===== src/hw/rtl/uvs_pkg.sv =====
// Shared constants for the sorted unique-value store: capacity, index widths,
// request codes and result status codes. No dependencies.
`default_nettype none

package uvs_pkg;

  localparam int unsigned CAPACITY = 16;
  localparam int unsigned IDX_W    = (CAPACITY > 1) ? $clog2(CAPACITY) : 1;
  localparam int unsigned CNT_W    = $clog2(CAPACITY + 1);
  localparam int unsigned VAL_W    = 32;
  localparam int unsigned OP_W     = 3;
  localparam int unsigned ST_W     = 3;

  localparam logic [OP_W-1:0] OP_INSERT    = 3'd0;
  localparam logic [OP_W-1:0] OP_DELETE    = 3'd1;
  localparam logic [OP_W-1:0] OP_SEARCH    = 3'd2;
  localparam logic [OP_W-1:0] OP_DUMP_ASC  = 3'd3;
  localparam logic [OP_W-1:0] OP_DUMP_DESC = 3'd4;

  localparam logic [ST_W-1:0] ST_INSERTED  = 3'd0;
  localparam logic [ST_W-1:0] ST_DUPLICATE = 3'd1;
  localparam logic [ST_W-1:0] ST_DELETED   = 3'd2;
  localparam logic [ST_W-1:0] ST_NOTFOUND  = 3'd3;
  localparam logic [ST_W-1:0] ST_FOUND     = 3'd4;
  localparam logic [ST_W-1:0] ST_EMPTY     = 3'd5;
  localparam logic [ST_W-1:0] ST_DUMPITEM  = 3'd6;
  localparam logic [ST_W-1:0] ST_FULL      = 3'd7;

endpackage

`default_nettype wire


===== src/hw/rtl/unique_value_set_sorted_dump_unit.sv =====
// Sorted store of distinct signed values in one memory with a registered read; uses uvs_pkg.
// A lookup reads entries in ascending order, one memory read per inspected entry; insert and
// delete then move each shifted entry with one read and one write; a dump emits one word per entry.
// One request at a time: the input stalls until the request is done, and each inspected or
// shifted entry needs its own memory access; output stalls lengthen a request.
// Reset clears the count, the state and the output valid flag; memory contents are not cleared.
`default_nettype none

module unique_value_set_sorted_dump_unit (
  input  wire logic                              clk_i,
  input  wire logic                              rst_ni,
  input  wire logic                              in_valid_i,
  output logic                                   in_stall_o,
  input  wire logic [uvs_pkg::OP_W-1:0]          op_i,
  input  wire logic signed [uvs_pkg::VAL_W-1:0]  value_i,
  output logic                                   out_valid_o,
  input  wire logic                              out_stall_i,
  output logic [uvs_pkg::ST_W-1:0]               status_o,
  output logic signed [uvs_pkg::VAL_W-1:0]       item_o,
  output logic                                   last_o
);
  import uvs_pkg::*;

  localparam logic [3:0] S_IDLE  = 4'd0;
  localparam logic [3:0] S_LRD   = 4'd1;
  localparam logic [3:0] S_LCHK  = 4'd2;
  localparam logic [3:0] S_DISP  = 4'd3;
  localparam logic [3:0] S_UPRD  = 4'd4;
  localparam logic [3:0] S_UPWR  = 4'd5;
  localparam logic [3:0] S_DNRD  = 4'd6;
  localparam logic [3:0] S_DNWR  = 4'd7;
  localparam logic [3:0] S_DRD   = 4'd8;
  localparam logic [3:0] S_DEMIT = 4'd9;
  localparam logic [3:0] S_EMIT  = 4'd10;

  logic signed [VAL_W-1:0] mem [CAPACITY];
  logic signed [VAL_W-1:0] rdata_q;
  logic                    re, we;
  logic [IDX_W-1:0]        raddr, waddr;
  logic signed [VAL_W-1:0] wdata;

  logic [3:0]              state_q, state_d;
  logic [CNT_W-1:0]        cnt_q, cnt_d;
  logic [CNT_W-1:0]        idx_q, idx_d;
  logic [CNT_W-1:0]        j_q, j_d;
  logic                    hit_q, hit_d;
  logic [OP_W-1:0]         op_q, op_d;
  logic signed [VAL_W-1:0] value_q, value_d;
  logic [ST_W-1:0]         res_q, res_d;

  logic                    out_valid_q, out_valid_d;
  logic [ST_W-1:0]         status_q, status_d;
  logic signed [VAL_W-1:0] item_q, item_d;
  logic                    last_q, last_d;
  logic                    load;
  logic                    out_free;

  logic [CNT_W-1:0]        j_m1, j_p1, desc_idx;

  assign out_free = !out_valid_q || !out_stall_i;
  assign j_m1     = j_q - CNT_W'(1);
  assign j_p1     = j_q + CNT_W'(1);
  assign desc_idx = cnt_q - j_p1;

  always_comb begin
    state_d  = state_q;
    cnt_d    = cnt_q;
    idx_d    = idx_q;
    j_d      = j_q;
    hit_d    = hit_q;
    op_d     = op_q;
    value_d  = value_q;
    res_d    = res_q;
    re       = 1'b0;
    we       = 1'b0;
    raddr    = idx_q[IDX_W-1:0];
    waddr    = j_q[IDX_W-1:0];
    wdata    = rdata_q;
    load     = 1'b0;
    status_d = status_q;
    item_d   = item_q;
    last_d   = last_q;

    unique case (state_q)
      S_IDLE: begin
        if (in_valid_i) begin
          op_d    = op_i;
          value_d = value_i;
          idx_d   = '0;
          j_d     = '0;
          unique case (op_i) inside
            OP_INSERT, OP_SEARCH: begin
              state_d = S_LRD;
            end
            OP_DELETE: begin
              if (cnt_q == '0) begin
                res_d   = ST_EMPTY;
                state_d = S_EMIT;
              end else begin
                state_d = S_LRD;
              end
            end
            OP_DUMP_ASC, OP_DUMP_DESC: begin
              if (cnt_q == '0) begin
                res_d   = ST_EMPTY;
                value_d = '0;
                state_d = S_EMIT;
              end else begin
                state_d = S_DRD;
              end
            end
            default: state_d = S_IDLE;
          endcase
        end
      end
      // Ascending scan for the first entry not below the requested value.
      S_LRD: begin
        if (idx_q == cnt_q) begin
          hit_d   = 1'b0;
          state_d = S_DISP;
        end else begin
          re      = 1'b1;
          raddr   = idx_q[IDX_W-1:0];
          state_d = S_LCHK;
        end
      end
      S_LCHK: begin
        if (rdata_q < value_q) begin
          idx_d   = idx_q + CNT_W'(1);
          state_d = S_LRD;
        end else begin
          hit_d   = (rdata_q == value_q);
          state_d = S_DISP;
        end
      end
      S_DISP: begin
        state_d = S_EMIT;
        unique case (op_q)
          OP_INSERT: begin
            if (hit_q) begin
              res_d = ST_DUPLICATE;
            end else if (cnt_q == CNT_W'(CAPACITY)) begin
              res_d = ST_FULL;
            end else begin
              j_d     = cnt_q;
              state_d = S_UPRD;
            end
          end
          OP_DELETE: begin
            if (hit_q) begin
              j_d     = idx_q;
              state_d = S_DNRD;
            end else begin
              res_d = ST_NOTFOUND;
            end
          end
          default: res_d = hit_q ? ST_FOUND : ST_NOTFOUND;
        endcase
      end
      // Open a hole at the insert position by moving entries up, top first.
      S_UPRD: begin
        if (j_q == idx_q) begin
          we      = 1'b1;
          waddr   = idx_q[IDX_W-1:0];
          wdata   = value_q;
          cnt_d   = cnt_q + CNT_W'(1);
          res_d   = ST_INSERTED;
          state_d = S_EMIT;
        end else begin
          re      = 1'b1;
          raddr   = j_m1[IDX_W-1:0];
          state_d = S_UPWR;
        end
      end
      S_UPWR: begin
        we      = 1'b1;
        waddr   = j_q[IDX_W-1:0];
        j_d     = j_m1;
        state_d = S_UPRD;
      end
      // Close the gap left by a deleted entry by moving entries down.
      S_DNRD: begin
        if (j_p1 == cnt_q) begin
          cnt_d   = cnt_q - CNT_W'(1);
          res_d   = ST_DELETED;
          state_d = S_EMIT;
        end else begin
          re      = 1'b1;
          raddr   = j_p1[IDX_W-1:0];
          state_d = S_DNWR;
        end
      end
      S_DNWR: begin
        we      = 1'b1;
        waddr   = j_q[IDX_W-1:0];
        j_d     = j_p1;
        state_d = S_DNRD;
      end
      S_DRD: begin
        re      = 1'b1;
        raddr   = (op_q == OP_DUMP_ASC) ? j_q[IDX_W-1:0] : desc_idx[IDX_W-1:0];
        state_d = S_DEMIT;
      end
      S_DEMIT: begin
        if (out_free) begin
          load     = 1'b1;
          status_d = ST_DUMPITEM;
          item_d   = rdata_q;
          last_d   = (j_p1 == cnt_q);
          j_d      = j_p1;
          state_d  = (j_p1 == cnt_q) ? S_IDLE : S_DRD;
        end
      end
      S_EMIT: begin
        if (out_free) begin
          load     = 1'b1;
          status_d = res_q;
          item_d   = value_q;
          last_d   = 1'b1;
          state_d  = S_IDLE;
        end
      end
      default: state_d = S_IDLE;
    endcase

    if (load) begin
      out_valid_d = 1'b1;
    end else if (!out_stall_i) begin
      out_valid_d = 1'b0;
    end else begin
      out_valid_d = out_valid_q;
    end
  end

  always_ff @(posedge clk_i) begin
    if (we) begin
      mem[waddr] <= wdata;
    end
    if (re) begin
      rdata_q <= mem[raddr];
    end
  end

  always_ff @(posedge clk_i or negedge rst_ni) begin
    if (!rst_ni) begin
      state_q     <= S_IDLE;
      cnt_q       <= '0;
      out_valid_q <= 1'b0;
    end else begin
      state_q     <= state_d;
      cnt_q       <= cnt_d;
      out_valid_q <= out_valid_d;
    end
  end

  always_ff @(posedge clk_i) begin
    idx_q    <= idx_d;
    j_q      <= j_d;
    hit_q    <= hit_d;
    op_q     <= op_d;
    value_q  <= value_d;
    res_q    <= res_d;
    status_q <= status_d;
    item_q   <= item_d;
    last_q   <= last_d;
  end

  assign in_stall_o  = (state_q != S_IDLE);
  assign out_valid_o = out_valid_q;
  assign status_o    = status_q;
  assign item_o      = item_q;
  assign last_o      = last_q;

endmodule

`default_nettype wire

===== config.mk =====
export PLATFORM = sky130hd
export DESIGN_NAME = unique_value_set_sorted_dump_unit
export DESIGN_NICKNAME = d
export VERILOG_FILES = /design/src/hw/rtl/uvs_pkg.sv /design/src/hw/rtl/unique_value_set_sorted_dump_unit.sv
export SDC_FILE = /design/constraint.sdc
export NUM_CORES = 1
export LEC_CHECK = 0
export BUFFER_PORTS_ARGS = -buffer_cell sky130_fd_sc_hd__buf_2
export CORE_MARGIN = 5
export CORE_UTILIZATION = 45
export DETAILED_ROUTE_END_ITERATION = 8
export PLACE_DENSITY_LB_ADDON = 0.2
export SETUP_SLACK_MARGIN = 0.05
export SLEW_MARGIN = 20
export SYNTH_ARGS = -nofsm -noshare
export SYNTH_HDL_FRONTEND = slang
export SYNTH_SLANG_ARGS = --single-unit

===== constraint.sdc =====
create_clock -name clk_i -period 3.9 [get_ports clk_i]
set_clock_uncertainty 0.15 [all_clocks]
set_input_delay 0.195 -clock clk_i [delete_from_list [all_inputs] [get_ports clk_i]]
set_output_delay 0.195 -clock clk_i [all_outputs]
set_load 0.02 [all_outputs]

# Word level (Yosys, flattened, before mapping)
# Memories as Yosys holds them, arrays and structs flattened. A register that Yosys moved wholly into a read port is not among the register bits.
# Cells that the tools add are included.
# totals
ff_bits	95
mem_bits_rw	512
word_cells	158
mem_count	1
# classes
add_sub_neg	6
order_cmp	1
n_eq_ne	38
mux	73
reduce_logical	27
# memory_table
memory	words	word_bits	read_ports	rd_ports_with_merged_regs	wr	line_no	text
mem	16	32	1	1	1	unique_value_set_sorted_dump_unit.sv:36	logic signed [VAL_W-1:0] mem [CAPACITY];
# op_table
op	count
$mux 32	6
$pmux 32 s2	1
$mux 4	15
$pmux 4 s11	1
$mux 5	8
$mux 3	11
$eq 32x32->1	1
$lt 32x32->1	1
$pmux 5 s2	3
$pmux 5 s5	1
$pmux 4 s3	2
$ne 2x2->1 const B	10
$eq 4x3->1 const B	4
$add 5x1->5 const B	3
$eq 5x5->1	3
$mux 1	15
$reduce_and 3->1	5
$eq 4x4->1 const B	3
$ne 3x3->1 const B	4
$pmux 3 s2	2
$pmux 3 s4	1
$sub 5x1->5 const B	2
$eq 3x2->1 const B	3
$eq 4x2->1 const B	2
25 further kinds	38

# Logic depth before layout (Yosys ltp)
# Gate-level depths: netlist (run 1).
# depth
word_depth	5
depth_mapped	16

# Least setup slack after synthesis (run 1)
# No wires, ideal clock.
# synth_path
path_type	reg2reg
from	reg state_q[0]
to	mem mem[3][0], enable pin
t_arrival_ps	3575
required_time_ps	3289
path_slack_ps	-286
stages_incl_launch_ff	7
path_buffers	1
period_less_slack_ps	4186
cell_sequence	dfrtp_1 clkbuf_1 inv_1 or2_2 nand2_1 nand3_1 nor3_1
# synth_via
elab_chain_cells	5
word_cells_on_any_way	8
classes_between	eq/ne (3); mux (4); reduce/logical (1)
# synth_rtl
element	line_no	text
start, declared	unique_value_set_sorted_dump_unit.sv:42	logic [3:0] state_q, state_d;
start signal, assigned	unique_value_set_sorted_dump_unit.sv:250	state_q <= state_d;
$eq 4x3->1	unique_value_set_sorted_dump_unit.sv:84	unique case (state_q)
$reduce_or 2->1 (no source line)	n/a	
$pmux 1 s2	unique_value_set_sorted_dump_unit.sv:84	
$mux 1	unique_value_set_sorted_dump_unit.sv:236	if (we) begin
$mux 1 (not written as such)	unique_value_set_sorted_dump_unit.sv:237	mem[waddr] <= wdata;
end, declared	unique_value_set_sorted_dump_unit.sv:36	
# Parallel ways exist; a longest one is shown, timed or not.

# Worst setup path after layout (run 1)
# layout_path
from	reg j_q[0]
to	reg rdata_q[8], read port of mem, data pin
# layout_via
elab_chain_cells	4
word_cells_on_any_way	12
classes_between	add/sub (3); eq/ne (2); mux (7)
# layout_rtl
element	line_no	text
start, declared	unique_value_set_sorted_dump_unit.sv:45	logic [CNT_W-1:0] j_q, j_d;
start signal, assigned	unique_value_set_sorted_dump_unit.sv:258	j_q <= j_d;
$add 5x1->5	unique_value_set_sorted_dump_unit.sv:62	assign j_p1 = j_q + CNT_W'(1);
$sub 4x4->4 or $eq 5x5->1 (tied branches)	unique_value_set_sorted_dump_unit.sv:63, unique_value_set_sorted_dump_unit.sv:183	
$mux 4 (tied with other cells)	unique_value_set_sorted_dump_unit.sv:201	raddr = (op_q == OP_DUMP_ASC) ? j_q[IDX_W-1:0] : desc_idx[IDX_W-1:0];
$pmux 4 s3 or $pmux 1 s4 (tied branches)	unique_value_set_sorted_dump_unit.sv:84	
end, declared	unique_value_set_sorted_dump_unit.sv:37	logic signed [VAL_W-1:0] rdata_q;
# Parallel ways exist; a longest one is shown, timed or not.
# A chain may end at the register's enable or synchronous reset.

==> impl_metrics.ini, run 1 <==
[run_status]
status = finished clean

[yosys]
netlist_area_mm2 = 0.02647
synth_area_per_cell_um2 = 18.50
synth_mux_area_frac = 0.1248
yosysUniqueCellTypes = 65
synth_xor_area_frac = 0.009407
syn_inst = 1431
synth_seq_cells = 639
synth_ff_type = edfxtp_1
yosys.area_share.adder = 0.02089
synth_top_family_by_area = multiplexers
async_flop_share = 0.01565
syn_nets = 1513
synth_edf_count = 629
synth_compound_area_frac = 0.05441
yosysWarnings = 0
yosys.area_share.simple = 0.04647
yosysSeqAreaShare = 0.7230

[final_layout]
fin_util = 0.5403
n_antenna_cell = 0
synthToLayoutAreaGrowth_pct = 19.79
final_layout_size_suffix_gt1_frac = 0.3052
final_nets = 1780

[clock_tree]
tritoncts = done
cts-root-buf = clkbuf_16
cts_max_path_buffers = 3
htree_levels = 3
clock_latency_ns = 0.61
numClockSinks = 639
clk_pin_slew_worst_paths_ns = 0.06
cts_made_buffers = 69

[pwr]
total_power_mw = 27.38
internal_power_mw = 18.27
total_leakage_power_nw = 11.04
ir_worst_vdd_uv = 709.7
clkPwrFrac = 0.223
seq_power_share = 0.355
switchingPower_mw = 9.112
swShare = 0.3328
comb_power_share = 0.422
powerDensity_mw_per_mm2 = 863.6

[timing]
worst-slew-pin-transition_ns = 0.7451
drv_slew = 0
min_period_over_period = 0.9744
setup_slack_ns = 0.09997
hold_violations = 0
holdWs_ns = 0.2350
setup_viol = 0
relSlewSlack = 0.4987
rsz0062_at_grt = true
period_needed_ns = 3.800
max_freq_ghz = 0.2632

[route]
avgViaCountPerCell = 5.690
drtAntennaViolNets = 0
route.detailed.wl_per_inst_um = 25.76
drcViolationCount = 0
first_pass_iters = 5
routed_wl_um = 65080
drt_first_iter_violations = 1212
routed-via-count = 14372

[setup_path]
critPathArrivalTime_ns = 4.01
path_max_fanout = 12
end_kind = flop
startpoint_type = flop
crit_type = reg2reg
cp.required_ns = 4.11

[min_path]
hold_path_class = in2reg

[global_routing]
grtUsageTotal = 0.2043
grt_pass1_wl_um = 96750
antenna_found_initial = 0
grt_pass1_vias = 14846
grt_max_degree = 46
grt_overflow_total = 0

[placement]
dpl_worst_slack_ns = -0.06471
dp_hpwl_um = 38580
io_buffers = 76
place_congestion = 0.8717

[floorplan]
fp.dieH_um = 252.5
initial_core_util = 0.4510
die_area_mm2 = 0.06377
die_width_um = 252.5
design.core.area_mm2 = 0.05869
row_count = 89
io_pins = 77

[run]
drv_cap = 0
==> repair_timing <==
action | 4_1_cts | 5_1_grt
gates cloned | 1 | 0
setup buffers | 8 | 4
gates resized for setup | 4 | 12
endpoints found under the setup margin | 31 | 32
hold buffers | 40 | 0
hold endpoints to repair | 49 | 0
pin swaps | 2 | 1
==> placed cells by master (no fill, tap or decap), types with 38 or more instances in the layout <==
master,n
dlygate4sd3_1,40
buf_4,123
buf_2,76
inv_1,42
o21ai_0,56
mux4_2,128
nor2b_1,71
nand2_1,50
ha_1,38
edfxtp_1,629
clkbuf_16,71
==> logic make-up (layout without fill, tap and decap cells) <==
family / count (synthesis) / count (layout)
mux: 166 / 166
compound gates: 202 / 202
xor+xnor: 26 / 26
flops: 639 / 639
simple gates: 240 / 240
buf+inv: 115 / 437
fa+ha+maj: 43 / 43
==> layer usage <==
metal  wire length [µm]  track usage  up-vias
li1                   -            -     6300
met1              28520       0.2907     7524
met2              31520       0.3318      437
met3               3417      0.03550      111
met4               1616      0.05366        0
met5                  0            0        -
==> power by group through the flow <==
stage	logic (mW)	clock network [mW]	registers, mW
after floorplan	7.19	0	9.81
after global placement	11.0	0	9.85
after detailed placement	11.2	0	9.85
after CTS	11.5	6.27	9.72
after global routing	12.4	6.56	9.77
final	11.6	6.11	9.72
==> worst paths after layout <==
path                               startpoint                   endpoint  slack (ns)  depth (start not counted)
max reg2reg                  j_q[0]$_DFFE_PP_       rdata_q[8]$_DFFE_PP_         0.1                         14
min                                   op_i[1]          op_q[1]$_DFFE_PP_        0.24                          2
max in group asynchronous              rst_ni       cnt_q[0]$_DFFE_PN0P_        2.77                          3
min in group asynchronous              rst_ni     state_q[1]$_DFFE_PN0P_        0.50                          3
max                          j_q[0]$_DFFE_PP_       rdata_q[8]$_DFFE_PP_         0.1                         14
min reg2reg                res_q[1]$_DFFE_PP_  status_o[1]$_SDFFCE_PN1P_        0.35                          1
==> registers in the layout, summed over array words and instances (netlist names) <==
signal       flops
mem            512
item_o          32
rdata_q         32
value_q         32
cnt_q            5
idx_q            5
j_q              5
state_q          4
op_q             3
res_q            3
status_o         3
hit_q            1
last_o           1
out_valid_o      1
==> synthesized netlist by cell type (31+ instances only) <==
| cell type | instances | area (µm²) |
|---|---|---|
| a211o_1 | 33 | 289.0 |
| ha_1 | 41 | 513.0 |
| mux4_2 | 128 | 2883 |
| a22o_1 | 31 | 271.5 |
| clkbuf_1 | 39 | 146.4 |
| o21ai_0 | 56 | 280.3 |
| inv_1 | 44 | 165.2 |
| nor2_1 | 47 | 176.4 |
| nor2b_1 | 71 | 444.2 |
| mux2_2 | 33 | 371.6 |
| nand2_1 | 50 | 187.7 |
| edfxtp_1 | 629 | 18890 |
==> per-stage QoR <==
| step | setup TNS (ns) | cell area [µm²] | instances |
|---|---|---|---|
| final | 0 | 31710 | 2526 |
| after global routing | 0 | 31710 | 2526 |
| after CTS | 0 | 31610 | 2522 |
| after detailed placement | -0.6935 | 28960 | 2347 |
| after global placement | 0 | 28960 | 2347 |
| after floorplan | 0 | 26500 | 1431 |
==> area by class of cell <==
cell class              count  area (µm²)
clock inverters            40       292.8
repair buffers            267        2253
inverters                  44       165.2
multi-input cells         677        7058
clock buffers              86        1833
fillers                  4542       26980
well taps                 773       967.2
flip-flops and latches    639       19140
==> critical path, cell delays in order, from the launching register on <==
cell      delay (ns)
edfxtp_1        0.44
ha_2            0.25
xor2_2          0.16
inv_2           0.08
ha_4            0.28
and3_4          0.20
a31oi_4         0.12
nor2_2          0.18
o21ai_2         0.09
a21oi_4         0.22
buf_12          0.20
buf_12          0.18
mux4_2          0.52
a22o_1          0.25
a211o_1         0.23
No activity file was read; power rests on OpenSTA's default activity.
==> run 2: changes to the inputs <==
MAX_ROUTING_LAYER = met4   (was not set)
==> impl_metrics.ini, run 2 (synthesis results as in run 1) <==
[timing]
max_freq_ghz = 0.2590
hold_violations = 0
rsz0062_at_grt = true
worst-slew-pin-transition_ns = 0.8189
holdWs_ns = 0.1973
min_period_over_period = 0.9900
setup_viol = 0
period_needed_ns = 3.861
tns_ns = 0
relSlewSlack = 0.4541
drv_slew = 0

[global_routing]
grt_overflow_total = 0
grt_max_degree = 65
antenna_found_initial = 0
grtUsageTotal = 0.2130
grt_pass1_wl_um = 97280
grt_pass1_vias = 14763

[setup_path]
crit_slowest_cell = fa_1
crit_top_cell = buf_12
critPathCapture = rdata_q[20]$_DFFE_PP_
critPathArrivalTime_ns = 4.05
crit_type = reg2reg
end_kind = flop
cp.required_ns = 4.09
worstPathCellList = buf_6, inv_4, ha_4, buf_6, fa_1, a211oi_4, buf_4, o41ai_4, buf_4, buf_12, buf_12, buf_12, mux4_2, a22o_1, a211o_1
rr_endpoint = rdata_q[20]$_DFFE_PP_
reg2reg_depth = 15
reg2reg_from = j_q[1]$_DFFE_PP_
startpoint_type = flop
slowest_delay_ns = 0.52
path_max_fanout = 6
rrSetupSlack_ns = 0.04
crit_start = j_q[1]$_DFFE_PP_

[final_layout]
final_layout_size_suffix_gt1_frac = 0.3219
fill_cells = 4546
fin_util = 0.5519
final_nets = 1812
n_antenna_cell = 0
largest_reg_flops = 512
synthToLayoutAreaGrowth_pct = 22.36
regArea_mm2 = 0.01914
regMostFlops = mem
mostFrequentLayoutCell = edfxtp_1
final_cell_mix = 629 x edfxtp_1, 134 x buf_4, 128 x mux4_2, 76 x clkbuf_16, 76 x buf_2
multiInputGateArea_mm2 = 0.007094

[route]
drt_first_iter_violations = 1278
routed_wl_um = 66760
avgViaCountPerCell = 5.684
drcViolationCount = 0
routed-via-count = 14528
route.detailed.wl_per_inst_um = 26.12
drtAntennaViolNets = 0
first_pass_iters = 5

[run_status]
status = finished clean

[floorplan]
row_count = 89
initial_core_util = 0.4510
die_area_mm2 = 0.06377
design.core.area_mm2 = 0.05869
die_width_um = 252.5
fp.dieH_um = 252.5
io_pins = 77

[pwr]
ir_worst_vdd_uv = 509.1
powerDensity_mw_per_mm2 = 896.2
total_leakage_power_nw = 11.35

[clock_tree]
cts_made_buffers = 69
numClockSinks = 639
tritoncts = done
cts-root-buf = clkbuf_16
clock_latency_ns = 0.61
htree_levels = 3
cts_max_path_buffers = 3
clk_pin_slew_worst_paths_ns = 0.07

[min_path]
hold_path_class = in2reg

[placement]
io_buffers = 76
dp_hpwl_um = 38530
place_congestion = 0.8940

[run]
drv_cap = 0
run 2: report_power, final:
group	internal (mW)	total, mW	switching (mW)
registers	9.30	9.77	0.464
clock network	4.00	6.66	2.67
logic	6.29	12.6	6.30
run 2: area by class of cell:
class	instances	area share
clock buffers	86	0.05721
clock inverters	38	0.01410
inverters	44	0.005177
multi-input cells	677	0.2190
flip-flops and latches	639	0.5909
well taps	773	0.02986
repair buffers	299	0.08368
run 2: per-stage QoR:
stage / cell area, µm² / cells / total power, mW / setup slack (ns)
floorplan: 26500 / 1431 / 17.01 / 0.08543
global placement: 29040 / 2348 / 21.01 / 0.03884
detailed placement: 29040 / 2348 / 21.16 / -0.007268
CTS: 31850 / 2521 / 28.13 / 0.03627
global route: 32390 / 2556 / 30.44 / -0.03591
finish: 32390 / 2556 / 29.03 / 0.03887
run 2: worst min path at each step:
stage | slack [ns] | cells past startpoint | endpoint | startpoint
after floorplan | -0.25 | 0 | cnt_q[0]$_DFFE_PN0P_ | rst_ni
after global placement | -0.08 | 1 | state_q[0]$_DFFE_PN0P_ | rst_ni
after detailed placement | -0.08 | 1 | state_q[0]$_DFFE_PN0P_ | rst_ni
after CTS | 0.16 | 2 | op_q[2]$_DFFE_PP_ | op_i[2]
after global routing | 0.19 | 2 | op_q[2]$_DFFE_PP_ | op_i[2]
final | 0.20 | 2 | op_q[1]$_DFFE_PP_ | op_i[1]
run 2: critical path, delay by kind of cell (launching register included):
| family | cells | cell delay (ns) |
|---|---|---|
| flops | 1 | 0.46 |
| mux | 1 | 0.30 |
| fa+ha+maj | 2 | 0.72 |
| buf+inv | 8 | 1.12 |
| compound gates | 4 | 0.82 |
run 2: metal layers:
| metal | GRT usage | share of wire | vias up |
|---|---|---|---|
| met2 | 0.3399 | 0.49 | 490 |
| met1 | 0.2889 | 0.42 | 7579 |
| met3 | 0.03612 | 0.063 | 98 |
| met4 | 0.05676 | 0.022 | 0 |
| li1 | - | - | 6361 |
| met5 | - | 0 | - |
run 2: repair_timing:
action,CTS,global route
hold buffers,40,0
buffers inserted,8,31
gates resized for setup,1,44
gates cloned,1,5
hold endpoints to repair,49,0
pin swaps,1,7
endpoints found under the setup margin,29,32
==> run 3: changes to the inputs <==
SETUP_SLACK_MARGIN = 0.02   (was 0.05)
==> impl_metrics.ini, run 3 (synthesis results as in run 1) <==
[setup_path]
reg2reg_depth = 15
rrSetupSlack_ns = 0.07
cp.required_ns = 4.11
crit_type = reg2reg
startpoint_type = flop
crit_slowest_cell = fa_1
slowest_delay_ns = 0.48
rr_endpoint = rdata_q[2]$_DFFE_PP_
end_kind = flop
path_max_fanout = 7
crit_top_cell = buf_4
reg2reg_from = j_q[0]$_DFFE_PP_
crit_start = j_q[0]$_DFFE_PP_
critPathArrivalTime_ns = 4.04
worstPathCellList = inv_1, ha_4, buf_4, fa_1, a211oi_4, nor3_1, o21ai_1, o41ai_4, buf_4, buf_4, clkbuf_16, buf_4, mux4_2, a22o_1, a211o_1

[clock_tree]
clock_latency_ns = 0.61
clk_pin_slew_worst_paths_ns = 0.07
htree_levels = 3
tritoncts = done
numClockSinks = 639
cts_max_path_buffers = 3
cts-root-buf = clkbuf_16
cts_made_buffers = 69

[route]
routed_wl_um = 65380
drcViolationCount = 0
avgViaCountPerCell = 5.686
drtAntennaViolNets = 0
first_pass_iters = 5
drt_first_iter_violations = 1300
routed-via-count = 14374
route.detailed.wl_per_inst_um = 25.86

[global_routing]
grt_max_degree = 65
gr-max-usage-layer = met2
grtUsageMet3 = 0.03488
grt_pass1_wl_um = 96870
grt_pass1_vias = 14708
antenna_found_initial = 0
grtUsageTotal = 0.2118
met2_usage = 0.3375
gr-usage-met1 = 0.2889
grt_overflow_total = 0

[pwr]
total_power_mw = 28.12
total_leakage_power_nw = 11.16
ir_worst_vdd_uv = 504.7
powerDensity_mw_per_mm2 = 879.0

[timing]
rsz0062_at_grt = true
worst-slew-pin-transition_ns = 0.7992
holdWs_ns = 0.1995
max_freq_ghz = 0.2612
period_needed_ns = 3.829
drv_slew = 0
relSlewSlack = 0.4672
min_period_over_period = 0.9817
hold_violations = 0
setup_viol = 0

[final_layout]
final_cell_mix = 629 x edfxtp_1, 128 x mux4_2, 119 x buf_4, 76 x buf_2, 73 x clkbuf_16
instances_no_fill = 2528
synthToLayoutAreaGrowth_pct = 20.87
regMostFlops = mem
largest_reg_flops = 512
final_nets = 1784
mostFrequentLayoutCell = edfxtp_1
final_layout_size_suffix_gt1_frac = 0.3077
n_antenna_cell = 0
fill_cells = 4597

[placement]
place_inst = 2348
place_congestion = 0.8940
dp_hpwl_um = 38530
io_buffers = 76

[floorplan]
row_count = 89
fp.dieH_um = 252.5
design.core.area_mm2 = 0.05869
initial_core_util = 0.4510
io_pins = 77
die_area_mm2 = 0.06377
die_width_um = 252.5

[run]
drv_cap = 0

[min_path]
hold_path_class = in2reg
worstHoldStart = op_i[1]
holdPathStages = 2
whs_endpoint = op_q[1]$_DFFE_PP_

[run_status]
status = finished clean
-- run 3: report_power, final --
part           switching [mW]  leakage [nW]  internal [mW]  total, mW
Sequential              0.452          5.83           9.30       9.75
Combinational            6.02          4.21           5.69       11.7
Clock                    2.66          1.12           4.00       6.66
-- run 3: worst max-delay path: cells and delay by family, from the launching register on --
kind | cells | cell delay (ns)
AO/OA/AOI/OAI | 5 | 1.00
AND/OR/NAND/NOR | 1 | 0.07
buffers and inverters | 6 | 0.95
flip-flops | 1 | 0.42
multiplexers | 1 | 0.28
adder cells (fa/ha/maj) | 2 | 0.72
-- run 3: final cells by class --
| class | count | area (µm²) | share of cell area |
|---|---|---|---|
| sequential | 639 | 19140 | 0.5982 |
| clock inverter | 38 | 456.7 | 0.01427 |
| inverter | 44 | 165.2 | 0.005162 |
| clock buffer | 86 | 1853 | 0.05792 |
| timing repair buffer | 271 | 2369 | 0.07403 |
| tap | 773 | 967.2 | 0.03023 |
| multi-input combinational | 677 | 7044 | 0.2202 |
-- run 3: worst max-delay path by stage --
stage / to / slack [ns] / depth (start not counted)
finish: rdata_q[2]$_DFFE_PP_ / 0.07 / 15
global route: rdata_q[0]$_DFFE_PP_ / -0.04 / 14
CTS: rdata_q[12]$_DFFE_PP_ / 0.02 / 13
detailed placement: rdata_q[12]$_DFFE_PP_ / -0.007 / 13
global placement: rdata_q[13]$_DFFE_PP_ / 0.04 / 13
floorplan: rdata_q[10]$_DFFE_PP_ / 0.09 / 14
-- run 3: metal layers --
metal	routed length [µm]	up-vias	share of wire
met3	4297	89	0.066
met5	0	-	0
met2	32180	504	0.49
met4	1307	0	0.020
li1	-	6304	-
met1	27590	7477	0.42
-- run 3: per-stage QoR --
stage | setup WS [ns] | setup TNS [ns] | cell area (µm²) | utilization
floorplan | 0.08543 | 0 | 26500 | -
global placement | 0.03884 | 0 | 29040 | 0.4948
detailed placement | -0.007268 | -0.01523 | 29040 | 0.4948
CTS | 0.02018 | 0 | 31750 | 0.5410
global route | -0.04411 | -0.2265 | 31990 | 0.5452
finish | 0.07135 | 0 | 31990 | 0.5452
-- run 3: timing repair --
item	in CTS	in global routing
endpoints found under the hold margin	49	0
pin swaps	1	7
gates cloned	0	2
buffers inserted	0	14
gates resized for setup	0	18
endpoints found under the setup margin	18	32
hold buffers	40	0
